===== src/rtl/tbp_ram.sv =====
// Generic single-write, single-read synchronous RAM, registered read.
// Read-first on a same-address collision. No dependencies.
module tbp_ram #(
   parameter int WIDTH = 2,
   parameter int DEPTH = 2048
) (
   input  logic                     clock,
   input  logic                     wr_en,
   input  logic [$clog2(DEPTH)-1:0] wr_addr,
   input  logic [WIDTH-1:0]         wr_data,
   input  logic                     rd_en,
   input  logic [$clog2(DEPTH)-1:0] rd_addr,
   output logic [WIDTH-1:0]         rd_data
);

   logic [WIDTH-1:0] mem_ff [DEPTH];
   logic [WIDTH-1:0] rd_data_ff;

   always_ff @(posedge clock) begin
      if (wr_en) begin
         mem_ff[wr_addr] <= wr_data;
      end
      if (rd_en) begin
         rd_data_ff <= mem_ff[rd_addr];
      end
   end

   assign rd_data = rd_data_ff;

endmodule


===== config.mk =====
export PLATFORM = sky130hd
export DESIGN_NAME = tbp_ram
export DESIGN_NICKNAME = d
export VERILOG_FILES = /design/src/rtl/tbp_ram.sv
export SDC_FILE = /design/constraint.sdc
export NUM_CORES = 2
export LEC_CHECK = 0
export BUFFER_PORTS_ARGS = -buffer_cell sky130_fd_sc_hd__buf_2
export CORE_ASPECT_RATIO = 0.75
export CORE_MARGIN = 4
export CORE_UTILIZATION = 51
export CTS_CLUSTER_SIZE = 28
export DETAILED_ROUTE_END_ITERATION = 8
export PLACE_DENSITY = 0.79
export RECOVER_POWER = 50
export SLEW_MARGIN = 40
export SYNTH_ARGS = -nofsm -noshare
export SYNTH_HDL_FRONTEND = slang
export SYNTH_SLANG_ARGS = --single-unit

===== constraint.sdc =====
create_clock -name clock -period 2.89 [get_ports clock]
set_input_delay 0.578 -clock clock [delete_from_list [all_inputs] [get_ports clock]]
set_output_delay 0.578 -clock clock [all_outputs]
set_load 0.005 [all_outputs]

==> metrics.md <==
| Metric | Value |
|---|---|
| Status | complete, but fails checks |
| Failing checks | capacitance limit, slew limit, setup timing |
| Yosys warnings | 0 |
| Global-route wire length before repair | 752000 um |
| CTS H-Tree Depth | 5 |
| Number of remaining DRC errors | 0 |
| Minimum clock period | 3190 ps |
| Syn Inst Count | 10200 |
| Setup crit start kind | input port |
| Vias in the first global route | 105000 |
| Final HPWL DP | 323000 um |
| CTS clock-pin slew for the worst setup and hold paths | 70 ps |
| Setup CP Type | in2reg |
| Total gr overflow | 0 |
| Final nets | 10900 |
| Core ar. | about 330000 um^2 |
| Slowest CP cell | mux4_2 |
| Via count | 107000 |
| Leak Pwr | 61.6 nW |
| Required time worst endpoint | 3540 ps |
| Post-DP Area | 181000 um^2 |
| Num ports | 29 |
| CP Buf/Inv Count | 4 |
| Synth unique cells | 80 |
| Biggest area consumer among synthesized cells | edfxtp_1 |
| Top_reg_cell synth | edfxtp_1 |
| DR WL/cell | ~34 um |
| Normalized max-slew margin | -26.9% |
| Share of cells above drive strength 1 | 22.1% |
| IR drop worst, VDD | 626 uV |
| GR Util All Layers | 30.6% |
| Hold Path Class | in2reg |
| Synth Register Bits | 4098 |
| Hold Worst Slack | 392 ps |
| Max_cap viols | 12 |
| Critical path cell sequence | buf_16 > buf_16 > buf_6 > buf_4 > mux4_2 > nor4_1 > nor3_1 > a31oi_1 > nor2_2 > nand4_1 > o41ai_2 > or3_1 |
| WL final | 535000 um |
| Total power | about 0.12 W |
| Critical Path Most Common Cell | buf_16 |
| Synth top area share | 72.9% |
| Top post-synthesis cells by area | edfxtp_1, mux4_2, nor2_1, mux2i_1, o221ai_1 |
| DR iter-0 viols | 21600 |
| Period Utilization, post-route | 111% |
| Initial Util | 51.4% |
| Asr flop ratio synth | 0% |
| Final instance area | 194000 um^2 |
| Register area share after synthesis | 72.9% |
| Syn avg cell area | around 17 um^2 |
| CP Capture Type | flop |
| Initial antenna violation count | 42 |
| Die Area | 340000 um^2 |
| Die X-Extent | roughly 670 um |
| TritonCTS clock tree | built |
| Clk_lat worst skew | just over 900 ps |
| CP Data Arrival Time | 3840 ps |
| Pwr Density | around 630 nW/um^2 |
| CP max FO | 19 |
| Fin. max-slew vios | 827 |
| Routability cong. | ~0.96 |
| Post-route setup slack | -304 ps |
| Detail Route Antenna Nets | 0 |
| Worst Skew | 76.2 ps |
| DR pass1 iterations | 8 |
| # rows | 182 |
| PortBufs | 28 |
| Crit path max-delay family | simple AND/OR/NAND/NOR gates |
| Clock tree buffer depth | 4 |
| Post-Syn Nets | 10200 |
| Final Hold Vio Count | 0 |
| Final setup vio count | 1040 |
| Area added between synthesis and finish | 14.8% |
| Crit path largest cell delay | 530 ps |
| Fmax | 313 MHz |
| Die height | 506 um |
| Num CTS Buffers | 358 |
| Root buf cell | clkbuf_16 |
| RSZ-0062 raised after global routing | yes |
| Drt via density | 6.83 |
| Post-layout util | slightly below 60% |
| Number of synthesized flops with an enable pin | 4098 |
| Worst slew pin tran | 1900 ps |
| Largest net degree at the start of global routing | 155 |
| Post-synthesis instance area | 169000 um^2 |
| Clock sink count | around 4100 |
[placed cells by master (no fill, tap or decap), types with 18 or more instances in the layout]
| master | instances |
|---|---|
| nand3_1 | 46 |
| nor2_1 | 2175 |
| a31oi_1 | 18 |
| nand2_1 | 228 |
| clkbuf_2 | 51 |
| clkinv_2 | 63 |
| buf_16 | 25 |
| mux4_1 | 22 |
| nand4_1 | 26 |
| o22ai_1 | 169 |
| nor3_1 | 153 |
| o221ai_1 | 225 |
| clkbuf_16 | 370 |
| mux2i_1 | 798 |
| clkbuf_1 | 108 |
| clkinv_1 | 70 |
| o21ai_0 | 112 |
| buf_2 | 24 |
| mux4_2 | 616 |
| mux2_2 | 22 |
| bufinv_16 | 38 |
| and2_1 | 19 |
| o221ai_2 | 24 |
| a21oi_1 | 141 |
| diode_2 | 36 |
| clkinvlp_4 | 18 |
| buf_6 | 42 |
| nand3_4 | 32 |
| nor4_1 | 50 |
| buf_12 | 157 |
| buf_4 | 809 |
| a211oi_1 | 52 |
| edfxtp_1 | 4098 |
[repair_timing]
| action | 4_1_cts | 5_1_grt |
|---|---|---|
| hold endpoints to repair | 1 | 0 |
| endpoints found under the setup margin | 2 | 2 |
| hold buffers | 1 | 0 |
| resized for setup | 141 | 85 |
| cloned | 15 | 2 |
| pin swaps | 25 | 19 |
| buffers inserted | 23 | 9 |
[area by class of cell]
| class | instances | area [um^2] |
|---|---|---|
| fillers | 22300 | 135000 |
| flip-flops and latches | 4098 | 123000 |
| multi-input cells | 5219 | 41900 |
| repair buffers | 1189 | 11600 |
| clock buffers | 436 | 9460 |
| well taps | 4416 | 5530 |
| clock inverters | 205 | 2020 |
| diodes | 36 | 90.1 |
| inverters | 4 | 25.0 |
[per-stage QoR]
stage / setup slack, ps / TNS, ps / std cells
6_report: -304 / -72450 / 15600
5_1_grt: -252 / -16200 / 15600
4_1_cts: -49.3 / -49.3 / 15600
3_5_place_dp: -1990 / -3410 / 14900
3_3_place_gp: -2060 / -3460 / 14900
2_1_floorplan: -71.9 / -112 / 10200
[state kept, by name (all words and copies together) (netlist names)]
| register | cells |
|---|---|
| mem_ff | 4096 |
| rd_data | 2 |
[cells by family (layout without fill, tap and decap cells)]
group | Yosys count | after routing | synth area share (%)
flops | 4098 | 4098 | 72.9
compound gates | 910 | 910 | 3.78
buf+inv | 857 | 1834 | 3.00
other cells | 0 | 36 | 0
mux | 1459 | 1459 | 13.5
simple gates | 2850 | 2850 | 6.87
[routing by layer]
layer  up-vias  wire length [um]  GRT usage (%)
li1      41100                 -              -
met1     53000            170000           40.0
met2     10600            230000           43.2
met3      1929            105000           14.5
met4        26             30900           14.8
met5         -               159              0
[where the power goes]
part           internal [W]  total, W  switching (W)  leakage, nW
Clock                0.0267    0.0485         0.0218         5.59
Sequential           0.0654    0.0654      0.0000158         36.8
Combinational       0.00261   0.00735        0.00473         19.2
[final timing paths]
kind | start | end | slack, ps | depth (start not counted)
worst min register to register | mem_ff[382][1] | rd_data[1] | 1300 | 6
worst min-delay path | wr_addr[0] | mem_ff[1350][1] | 390 | 5
worst max-delay path | rd_addr[0] | rd_data[0] | -300 | 12
worst max register to register | mem_ff[1218][0] | rd_data[0] | -250 | 9
[worst reg2reg max path, cell delays in order, from the launching register on]
cell      delay (ps)
edfxtp_1         370
mux2i_1          100
o221ai_2         280
a21oi_2          100
or4_4            590
nor4_4           420
nand4_1          470
buf_4            300
o41ai_2          210
or3_1            140
[synthesized netlist by cell type (all sizes together) (4+ instances only)]
cell / n
nor3: 164
o211ai: 8
or3: 11
nand4: 26
o311ai: 8
a31oi: 19
nor2: 2181
a22oi: 8
and3: 11
or4: 11
o22a: 5
or2: 4
clkbuf: 464
mux2i: 798
nand2: 230
nand2b: 6
mux2: 22
a211o: 9
nand3: 81
and3b: 7
buf: 388
o21a: 4
a21oi: 149
and2: 20
nor4: 61
a311oi: 6
o31ai: 15
o22ai: 178
nor2b: 12
a2111oi: 28
o32ai: 10
mux4: 639
o21ai: 123
edfxtp: 4098
o221ai: 254
nor3b: 10
a41o: 4
a211oi: 63
(Power assumes the default switching activity.)
